### config.mk
export PLATFORM = sky130hd
export DESIGN_NAME = qgsu_front_flat
export DESIGN_NICKNAME = d
export VERILOG_FILES = /design/src/rtl/qgsu_pkg.sv /design/src/rtl/qgsu_stream_if.sv /design/src/rtl/qgsu_front.sv /design/src/flat_wrapper.sv
export VERILOG_INCLUDE_DIRS = /design/src /design/src/rtl
export SDC_FILE = /design/constraint.sdc
export NUM_CORES = 1
export LEC_CHECK = 0
export BUFFER_PORTS_ARGS = -buffer_cell sky130_fd_sc_hd__buf_2
export CAP_MARGIN = 25
export CORE_MARGIN = 4
export CORE_UTILIZATION = 56
export CTS_CLUSTER_SIZE = 28
export DETAILED_ROUTE_END_ITERATION = 6
export PLACE_DENSITY = 0.95
export SKIP_LAST_GASP = 1
export SYNTH_ARGS = -nofsm -noshare
export SYNTH_HDL_FRONTEND = slang
export SYNTH_SLANG_ARGS = --single-unit
### constraint.sdc
create_clock -name clk_i -period 7.7 [get_ports clk_i]
set_input_delay 0.77 -clock clk_i [delete_from_list [all_inputs] [get_ports clk_i]]
set_output_delay 0.77 -clock clk_i [all_outputs]
set_load 0.05 [all_outputs]
### src/rtl/qubit_gate_state_update_unit_assert.svh
// Assertion macros for the qubit gate state update unit.
`ifndef QUBIT_GATE_STATE_UPDATE_UNIT_ASSERT_SVH
`define QUBIT_GATE_STATE_UPDATE_UNIT_ASSERT_SVH
// Implication checked on every clock edge outside reset.
`define QG_ASSERT_IMP(label, clk, rstn, ante, cons) \
  label: assert property (@(posedge clk) disable iff (!rstn) (ante) |-> (cons)) \
    else $error("assertion failed");
// Next-cycle implication checked outside reset.
`define QG_ASSERT_NXT(label, clk, rstn, ante, cons) \
  label: assert property (@(posedge clk) disable iff (!rstn) (ante) |=> (cons)) \
    else $error("assertion failed");
`endif

### src/rtl/qgsu_pkg.sv
// Package with the shared types and constants of the gate unit.
`default_nettype none
package qgsu_pkg;
  localparam int QUBIT_COUNT = 10;
  localparam int STORE_SIZE = 1 << QUBIT_COUNT;
  localparam int IDX_W = QUBIT_COUNT;
  localparam int PAIR_W = QUBIT_COUNT - 1;
  localparam int NUM_REGS = 8;
  localparam int CFG_IDX_W = 3;

  localparam logic [1:0] OP_WRITE = 2'd0;
  localparam logic [1:0] OP_READ  = 2'd1;
  localparam logic [1:0] OP_GATE  = 2'd2;

  localparam logic [2:0] REG_U00_RE = 3'd0;
  localparam logic [2:0] REG_U00_IM = 3'd1;
  localparam logic [2:0] REG_U01_RE = 3'd2;
  localparam logic [2:0] REG_U01_IM = 3'd3;
  localparam logic [2:0] REG_U10_RE = 3'd4;
  localparam logic [2:0] REG_U10_IM = 3'd5;
  localparam logic [2:0] REG_U11_RE = 3'd6;
  localparam logic [2:0] REG_U11_IM = 3'd7;

  typedef enum logic [1:0] {
    CMD_WRITE = 2'd0,
    CMD_READ  = 2'd1,
    CMD_GATE  = 2'd2,
    CMD_NOP   = 2'd3
  } cmd_e;

  // Classified command handed from the front to the back.
  typedef struct packed {
    cmd_e              cmd;
    logic [IDX_W-1:0]  idx;
    logic signed [15:0] re;
    logic signed [15:0] im;
    logic [3:0]        qubit;
    logic              err;
  } cmd_t;

  typedef struct packed {
    logic signed [15:0] u00_re, u00_im, u01_re, u01_im;
    logic signed [15:0] u10_re, u10_im, u11_re, u11_im;
  } gate_t;

  // Q6.29 sum to Q1.15 with half-up rounding and saturation.
  function automatic logic signed [15:0] round_sat(input logic signed [34:0] s);
    logic signed [34:0] b;
    logic signed [20:0] r;
    begin
      b = s + 35'sd8192;
      r = b[34:14];
      if (r > 21'sd32767) round_sat = 16'sh7fff;
      else if (r < -21'sd32768) round_sat = 16'sh8000;
      else round_sat = r[15:0];
    end
  endfunction
endpackage
`default_nettype wire

### src/rtl/qgsu_stream_if.sv
// Valid/ready channel interfaces for items and results.
`default_nettype none
interface qgsu_in_if;
  logic        valid;
  logic        ready;
  logic [1:0]  op;
  logic [9:0]  amp_index;
  logic signed [15:0] in_real;
  logic signed [15:0] in_imag;
  logic [3:0]  target_qubit;
  modport source (output valid, op, amp_index, in_real, in_imag, target_qubit,
                  input ready);
  modport sink (input valid, op, amp_index, in_real, in_imag, target_qubit,
                output ready);
endinterface

`default_nettype wire

### src/rtl/qgsu_front.sv
// Front end: accepts items, classifies them and queues commands.
`default_nettype none
module qgsu_front
  import qgsu_pkg::*;
(
  input  wire logic clk_i,
  input  wire logic rst_ni,
  qgsu_in_if.sink   in_ch,
  output cmd_t      cmd_o,
  output logic      cmd_valid_o,
  input  wire logic cmd_pop_i
);
  // Two-entry queue.
  cmd_t       mem_q [2];
  logic       wr_q, rd_q;
  logic [1:0] cnt_q;
  cmd_t       cls;
  logic       push;

  assign in_ch.ready = (cnt_q != 2'd2);
  assign push = in_ch.valid && in_ch.ready;

  always_comb begin
    cls.idx   = in_ch.amp_index[IDX_W-1:0];
    cls.re    = in_ch.in_real;
    cls.im    = in_ch.in_imag;
    cls.qubit = in_ch.target_qubit;
    cls.err   = 1'b0;
    unique case (in_ch.op)
      OP_WRITE: cls.cmd = CMD_WRITE;
      OP_READ:  cls.cmd = CMD_READ;
      OP_GATE: begin
        cls.cmd = CMD_GATE;
        cls.err = ({1'b0, in_ch.target_qubit} >= 5'(QUBIT_COUNT));
      end
      default:  cls.cmd = CMD_NOP;
    endcase
  end

  always_ff @(posedge clk_i) begin
    if (push) mem_q[wr_q] <= cls;
  end

  always_ff @(posedge clk_i or negedge rst_ni) begin
    if (!rst_ni) begin
      wr_q <= 1'b0; rd_q <= 1'b0; cnt_q <= 2'd0;
    end else begin
      if (push) wr_q <= ~wr_q;
      if (cmd_pop_i) rd_q <= ~rd_q;
      cnt_q <= cnt_q + 2'(push) - 2'(cmd_pop_i);
    end
  end

  assign cmd_o = mem_q[rd_q];
  assign cmd_valid_o = (cnt_q != 2'd0);

  `include "qubit_gate_state_update_unit_assert.svh"
  `QG_ASSERT_IMP(a_no_pop_empty, clk_i, rst_ni, cmd_pop_i, cnt_q != 2'd0)
  `QG_ASSERT_IMP(a_cnt_bound, clk_i, rst_ni, 1'b1, cnt_q <= 2'd2)
  `QG_ASSERT_NXT(a_cnt_full_push, clk_i, rst_ni, push && !cmd_pop_i && cnt_q == 2'd1,
                 cnt_q == 2'd2)
endmodule
`default_nettype wire

### src/flat_wrapper.sv
// flat-port wrapper written by rule: the top's interface ports become plain ports
module qgsu_front_flat import qgsu_pkg::*;
  (clk_i, rst_ni, cmd_o, cmd_valid_o, cmd_pop_i, in_ch_valid, in_ch_op, in_ch_amp_index, in_ch_in_real, in_ch_in_imag, in_ch_target_qubit, in_ch_ready);
  qgsu_in_if in_ch_i ();
  input  wire logic clk_i;
  input  wire logic rst_ni;
  output cmd_t cmd_o;
  output logic cmd_valid_o;
  input  wire logic cmd_pop_i;
  input wire logic [$bits(in_ch_i.valid)-1:0] in_ch_valid;
  input wire logic [$bits(in_ch_i.op)-1:0] in_ch_op;
  input wire logic [$bits(in_ch_i.amp_index)-1:0] in_ch_amp_index;
  input wire logic [$bits(in_ch_i.in_real)-1:0] in_ch_in_real;
  input wire logic [$bits(in_ch_i.in_imag)-1:0] in_ch_in_imag;
  input wire logic [$bits(in_ch_i.target_qubit)-1:0] in_ch_target_qubit;
  output wire logic [$bits(in_ch_i.ready)-1:0] in_ch_ready;
  assign in_ch_i.valid = in_ch_valid;
  assign in_ch_i.op = in_ch_op;
  assign in_ch_i.amp_index = in_ch_amp_index;
  assign in_ch_i.in_real = in_ch_in_real;
  assign in_ch_i.in_imag = in_ch_in_imag;
  assign in_ch_i.target_qubit = in_ch_target_qubit;
  assign in_ch_ready = in_ch_i.ready;
  qgsu_front u_core (.clk_i(clk_i), .rst_ni(rst_ni), .in_ch(in_ch_i), .cmd_o(cmd_o), .cmd_valid_o(cmd_valid_o), .cmd_pop_i(cmd_pop_i));
endmodule
==> results.md, run 1 <==
- For the finished layout, the period the worst path requires is 2.76 ns.
- Hold repair after CTS inserted 0 buffers.
- In this run the vertical extent of the chip is 92.6 um.
- STA classifies the critical path endpoint as a primary output.
- The worst-skew pair later-pin latency is 0.34 ns.
- TritonCTS built the clock tree.
- The worst setup path is of the flip-flop to primary output kind.
- OpenSTA, run right after detailed placement, puts the worst setup slack at 5.30 ns.
- The post-route cell area is 4790 um2.
- The worst register-to-register path has a depth of 4.
- For this block, the via count after detailed routing is 1852.
- The final number of max-transition violations is 0.
- The relative area change from synthesis to final layout is 19.4%.
- The die is 92.6 um wide.
- The internal reg-to-reg setup slack is 5.97 ns.
- Data on the critical path arrives at its endpoint at 1.99 ns.
- The headroom to the max-slew limit is 38.2%.
- The library cells used most frequently in the layout, excluding fill and tap cells, are 102 x buf_2, 98 x edfxtp_1, 49 x mux2_4.
- The total count of hold-check failures in the final report is 0.
- In this run the critical register-to-register path is captured at u_core.mem_q[0][11].
- Global routing used 15.0% of the available tracks across all layers.
- The first global-routing pass estimated 9.65 mm of wire.
- The post-CTS setup buffer count is 0.
- At the end of the flow, the number of nets in the layout was 337.
- The flow ran to the end, and the final reports show no timing, DRC or antenna violations.
- The post-detailed-route count of antenna-violating nets is 0.
- Setup repair after global routing left no endpoint under its margin.
- The number of design rule violations left after detail routing is 0.
- The number of clock buffers inserted by TritonCTS is 9.
- The worst path required time is 6.93 ns.
- After global routing the overflow that remains totals 0.
- The family with the most delay on the worst path is flip-flops.
- The first detailed-routing pass ran for 4 iterations.
- At the end of routability-driven placement, the weighted congestion stood at 0.683.
- The largest individual stage delay along the critical path comes from the cell dfrtp_4.
- Summed over all failing endpoints, the final setup total negative slack is 0 ns.
- The detailed router's first-iteration violation count is 86.
- The number of antenna violations at the first check in global routing was 0.
- At the pin with the least slew margin, the transition time is 0.926 ns.
- The post-route worst hold slack is 0.224 ns.
- Once the floorplan was initialized, standard cells occupied 58.3% of the core.
- Counting distinct cell types in the post-synthesis netlist gives 16.
- The via count of the first global-routing pass is 2023.
- The clock-pin slew on the worst setup and hold paths is 0.08 ns.
- The finished layout holds 384 standard cells, fillers aside.
- The maximum fanout along the worst path is 50.
- Entering global routing, the biggest net connects 51 pins.
- The clock tree synthesis step divided the H-tree into 3 levels.
- The site row count is 30.
- The class of the most critical hold timing path is input port to async pin.
- The cell chosen for the clock root is clkbuf_8.
- The count of state elements after synthesis is 102.
- After detailed routing, the average wire length per cell comes to 15.8 um.
- The sum of internal, switching and leakage power is 2.14 mW.
- STA classifies the critical path startpoint as a flip-flop.
- The die footprint is 8570 um2.
- 103 I/O pins were placed.
- The Yosys step of the flow raised 0 warnings.
- The power per standard cell area is 447 nW/um2.
- The smallest setup slack after layout is 4.94 ns.
- In this run the critical register-to-register path is launched from u_core.cnt_q[0].
- The post-detailed-routing wire length is 6.06 mm.
- The static leakage is 1.95 nW.
- After floorplanning, the core was sized to cover 6870 um2.
- The number of setup violations in the final report is 0.
- The average cell area after synthesis is 22.8 um2.
- After layout, the worst path uses 35.8% of the clock period.
- The worst-case vdd ir drop is 0.000331 V.
- When the netlist entered floorplanning its net count stood at 230.
- The post-route netlist has 59.4% of its cells at a drive strength greater than 1.
- For this run, the top clock speed supported by timing is 363 MHz.
- The number of cells after detailed placement is 368.
- After detailed placement, the total cell area comes to 4560 um2.
- The library cell used most frequently in the layout, excluding fill and tap cells, is buf_2.
- The number of inserted filler cells in the final layout is 456.
- The max-capacitance violation count is 0.
- The number of buffers between clock root and the deepest sink is 2.
- The signal on the critical path passes through mux2_4, buf_2.
- The quantity of gates resized following cts is 0.
- The largest stage delay on the critical path is 1.05 ns.
- The part of the Yosys area used for sequential elements is 75.9%.
- The cell count after synthesis came out at 176.
- Together, buffers and inverters on the worst path number 1.
- Clock skew on the completed layout was measured at 0.00865 ns.
- Dividing the detail-routed via count by the number of cells gives 4.82.
- The cell area that synthesis handed to floorplanning was 4010 um2.
- The quantity of I/O buffers inserted on ports is 102.
- The final core area utilization is 69.7%.
- The number of clock sinks seen by CTS is 102.
- 0 antenna diodes ended up in the layout.
[cells in the mapped netlist]
cell type	count	area (um2)
dfrtp_1	4	100
inv_1	3	11.3
edfxtp_1	98	2940
nand2b_1	1	6.26
clkbuf_1	2	7.51
xnor2_1	3	26.3
mux2_4	49	736
and3_1	1	6.26
or2_2	1	6.26
buf_12	5	100
buf_6	1	11.3
nor3_1	1	5.00
ha_1	2	25.0
nand2_1	2	7.51
xor2_1	1	8.76
nor2_1	2	7.51
[power breakdown]
part,switching (mW),total (mW),internal (mW),leakage (nW)
clock,0.160,0.362,0.201,0.110
sequential,0.107,0.866,0.760,0.956
combinational,0.595,0.910,0.316,0.880
[layer usage]
layer	share of wire (%)	track usage (%)	vias up
met5	0	0	-
met4	1.1	6.68	0
met3	6.6	3.74	6
met2	53	26.8	58
met1	39	16.9	899
li1	-	-	889
[worst max-delay path by stage]
stage,start,endpoint,slack (ns),cells after the start
after floorplan,u_core.cnt_q[1],u_core.mem_q[0][0],4.17,3
after global placement,u_core.rd_q,cmd_o[3],5.31,2
after global routing,u_core.rd_q,cmd_o[3],4.85,2
final,u_core.rd_q,cmd_o[3],4.94,2
after CTS,u_core.rd_q,cmd_o[48],4.91,2
after detailed placement,u_core.rd_q,cmd_o[48],5.30,2
[cell type report]
| type | instances | area, um2 | area share (%) |
|---|---|---|---|
| tap | 96 | 120 | 2.51 |
| inverter | 3 | 11.3 | 0.235 |
| sequential | 102 | 3050 | 63.7 |
| clock buffer | 13 | 159 | 3.32 |
| timing repair buffer | 104 | 538 | 11.2 |
| multi-input combinational | 63 | 843 | 17.6 |
| clock inverter | 3 | 67.6 | 1.41 |
[worst register-to-register path, stage by stage, from the launching register on]
cell	delay [ns]
dfrtp_1	0.39
nand2b_1	0.16
nand2_1	0.15
nor2_4	0.11
buf_4	0.51
[state kept, by name, summed over array words and instances (netlist names)]
signal	flops
u_core.rd_q	1
u_core.cnt_q	2
u_core.mem_q	98
u_core.wr_q	1
[cells by family (layout without fill, tap and decap cells)]
group                    count (synthesis)  count (layout)  synth area share, %
XOR/XNOR                                 4               4                0.874
multiplexers                            49              49                 18.4
buffers and inverters                   11             123                 3.25
flip-flops                             102             102                 75.9
adder cells (fa/ha/maj)                  2               2                0.624
AND/OR/NAND/NOR                          8               8                0.968
Note: power is estimated with default switching activity, not from simulation.
==> run 2: changes to the inputs <==
--- a/config.mk
+++ b/config.mk
@@ -9,10 +9,10 @@
 export BUFFER_PORTS_ARGS = -buffer_cell sky130_fd_sc_hd__buf_2
 export CAP_MARGIN = 25
 export CORE_MARGIN = 4
-export CORE_UTILIZATION = 56
+export CORE_UTILIZATION = 47
 export CTS_CLUSTER_SIZE = 28
 export DETAILED_ROUTE_END_ITERATION = 6
-export PLACE_DENSITY = 0.95
+export PLACE_DENSITY = 0.86
 export SKIP_LAST_GASP = 1
 export SYNTH_ARGS = -nofsm -noshare
 export SYNTH_HDL_FRONTEND = slang
==> constraint.sdc (replaced) <==
create_clock -name clk_i -period 2.5 [get_ports clk_i]
set_input_delay 0.25 -clock clk_i [delete_from_list [all_inputs] [get_ports clk_i]]
set_output_delay 0.25 -clock clk_i [all_outputs]
set_load 0.05 [all_outputs]
==> results.md, run 2 (synthesis results as in run 1) <==
- The number of design rule violations left after detail routing is 0.
- STA classifies the critical path startpoint as a flip-flop.
- The die is 100 um tall.
- The worst path needs 2.18 ns of the cycle, external delays included.
- The number of clock buffers inserted by TritonCTS is 9.
- Entering global routing, the biggest net connects 34 pins.
- The root buffer cell chosen for the clock tree is clkbuf_8.
- The critical path starts at u_core.rd_q.
- The number of cells traversed by the worst hold path is 1.
- After detailed placement, the design holds a cell count of 380.
- The total count of hold-check failures in the final report is 0.
- The number of top-level pins is 103.
- The arrival time at the worst endpoint is 1.93 ns.
- After filler insertion, the fill cell instance count of the layout stands at 642.
- Net switching is 40.8% of the power.
- At the end of the flow, the number of nets in the layout was 341.
- The most common cell after layout, fill and taps aside is buf_2.
- Setup repair after global routing left no endpoint under its margin.
- The critical path is of the flip-flop to primary output type.
- The worst-case vdd ir drop is 0.000687 V.
- The clock network accounts for 15.7% of the total power.
- Routability-driven placement finished with a final weighted congestion of 0.652.
- Data on the critical path is required at its endpoint by 2.25 ns.
- For this configuration, the core starts out at a cell density of 48.5%.
- The first routing iteration left 82 violations.
- Counting cells, the worst reg-to-reg path comes to 3.
- Summed over all nets, the switching power comes to 2.66 mW.
- The endpoint of the worst register-to-register path is u_core.mem_q[1][28].
- The run finished with clean final reports.
- The first detailed-routing pass ran for 4 iterations.
- The register with the most flip-flops in the layout has 98 of them.
- The first global-routing pass estimated 9.83 mm of wire.
- The slew at the pin closest to its max-slew limit is 0.475 ns.
- The number of clock sinks seen by CTS is 102.
- For this block, the routed nets add up to 6.33 mm of wire.
- The later pin in the worst-skew pair is clocked with a latency of 0.34 ns.
- The number of antenna cells inserted is 0.
- Ranked by flip-flop count, first place goes to u_core.mem_q.
- The worst path uses 87.1% of the clock period.
- The finished layout holds 397 standard cells, fillers aside.
- The quantity of I/O buffers inserted on ports is 102.
- The fraction of layout instances using a drive strength above 1 is 59.6%.
- Setup violations remaining at the end of the flow were counted as 0.
- The post-route worst hold slack is 0.0842 ns.
- The final number of max-transition violations is 0.
- The via count of the first global-routing pass was 1982.
- The sequential cell area is 3050 um2.
- The number of antenna violations at the first check in global routing came to 0.
- Detailed placement ended at an HPWL of 4.60 mm.
- The die footprint is 10100 um2.
- The setup total negative slack is 0 ns.
- The power per standard cell area is 1350 nW/um2.
- The top cell types in the final layout, fill and taps aside, are 102 x buf_2, 98 x edfxtp_1, 49 x mux2_4.
- In the final layout, the registers with the most flip-flops are u_core.mem_q: 98 flops, u_core.cnt_q: 2 flops.
- In the final routed layout, each cell accounts on average for 15.9 um.
- After detailed routing, the number of vias per cell comes to 4.70.
- Of all nets on the critical path, the largest fanout is 23.
- The clock-pin slew on the worst setup and hold paths is 0.09 ns.
- The area growth from synthesis to layout is 20.3%.
- The path with the worst hold slack has its endpoint at u_core.mem_q[0][23].
- Global routing finished with a remaining overflow of 0.
- The worst hold path begins at in_ch_in_real[2].
- Summing all multi-input logic gate instances after layout gives 843 um2.
- In this run the deepest clock path goes through 2 buffers.
- The total via count after detailed routing is 1866.
- The internal power consumption is 3.86 mW.
- The clock tree from TritonCTS is yes.
- Sequential cells burn 39.1% of the power.
- Across the run, the number of max-cap violations was 0.
- The startpoint identified for the worst register-to-register timing path is u_core.cnt_q[1].
- The category of the worst setup path capture point is a primary output.
- The count of nets left with antenna violations once routing finished came out at 0.
- Of the total power, combinational logic draws 45.2%.
- The sum of internal, switching and leakage power is 6.52 mW.
- Global routing consumed, over all layers together, 13.1% of the routing resources.
- The site row count is 33.
- The class of the most critical hold timing path is input port to flip-flop.
- The chip width is 100 um.
- In this run the static leakage power is 1.96 nW.
- The highest clock rate is 459 MHz.
- In this run the tightest slew margin relative to its limit is 68.3%.
- The placeable core region is 8260 um2.
- The internal reg-to-reg setup slack is 0.87 ns.
- Between clock sinks in the finished design, the worst skew comes to 0.00812 ns.
- Post-CTS repair changed the size of 0 cells.
- The clock tree synthesis step divided the H-tree into 3 levels.
## run 2: cell count changes in the layout (fill, tap and decap cells not counted), sizes merged
cell,delta
buf,+3
bufinv,-1
clkinvlp,+1
dlygate4sd3,+1
## run 2: per-layer routing
metal | up-vias | track usage (%) | part of all wire [%]
met5 | - | 0 | 0
met4 | 0 | 5.91 | 2.0
met3 | 11 | 4.03 | 6.8
met2 | 63 | 23.9 | 54
met1 | 895 | 13.9 | 37
li1 | 897 | - | -
## run 2: worst max path at each step
stage	slack, ns	to	cells past startpoint
final	0.32	cmd_o[5]	3
after global routing	0.22	cmd_o[5]	3
after CTS	0.29	cmd_o[5]	3
after detailed placement	0.69	cmd_o[5]	3
after global placement	0.72	cmd_o[21]	3
after floorplan	0.30	u_core.mem_q[0][0]	3
## run 2: stage by stage
step                worst slack [ns]  utilization [%]  instance area (um2)
floorplan                      0.304                -                 4020
global placement               0.715             55.8                 4610
detailed placement             0.686             55.8                 4610
CTS                            0.289             58.4                 4820
global route                   0.224             58.4                 4820
finish                         0.323             58.4                 4820
## run 2: layout make-up
type	count	share of cell area, %
Clock buffer	13	3.30
Tap cell	105	2.73
Clock inverter	3	0.935
Timing Repair Buffer	108	12.1
Sequential cell	102	63.2
Inverter	3	0.234
Multi-Input combinational cell	63	17.5
## run 2: what timing repair did
| action | in CTS | in global routing |
|---|---|---|
| endpoints found under the hold margin | 4 | 0 |
| setup buffers | 0 | 0 |
| hold buffers | 1 | 0 |
## run 2: critical path: stages (launching register included)
cell and delay, ns:
dfrtp_4 0.72, buf_4 0.32, mux2_4 0.32, buf_2 0.21
## run 2: power groups by stage
| stage | combinational, mW | sequential (mW) | clock [mW] |
|---|---|---|---|
| finish | 2.95 | 2.55 | 1.02 |
| CTS | 2.99 | 2.56 | 1.05 |
| global placement | 2.95 | 2.57 | 0 |
| global route | 3.08 | 2.60 | 1.13 |
| detailed placement | 2.99 | 2.60 | 0 |
| floorplan | 2.68 | 2.46 | 0 |
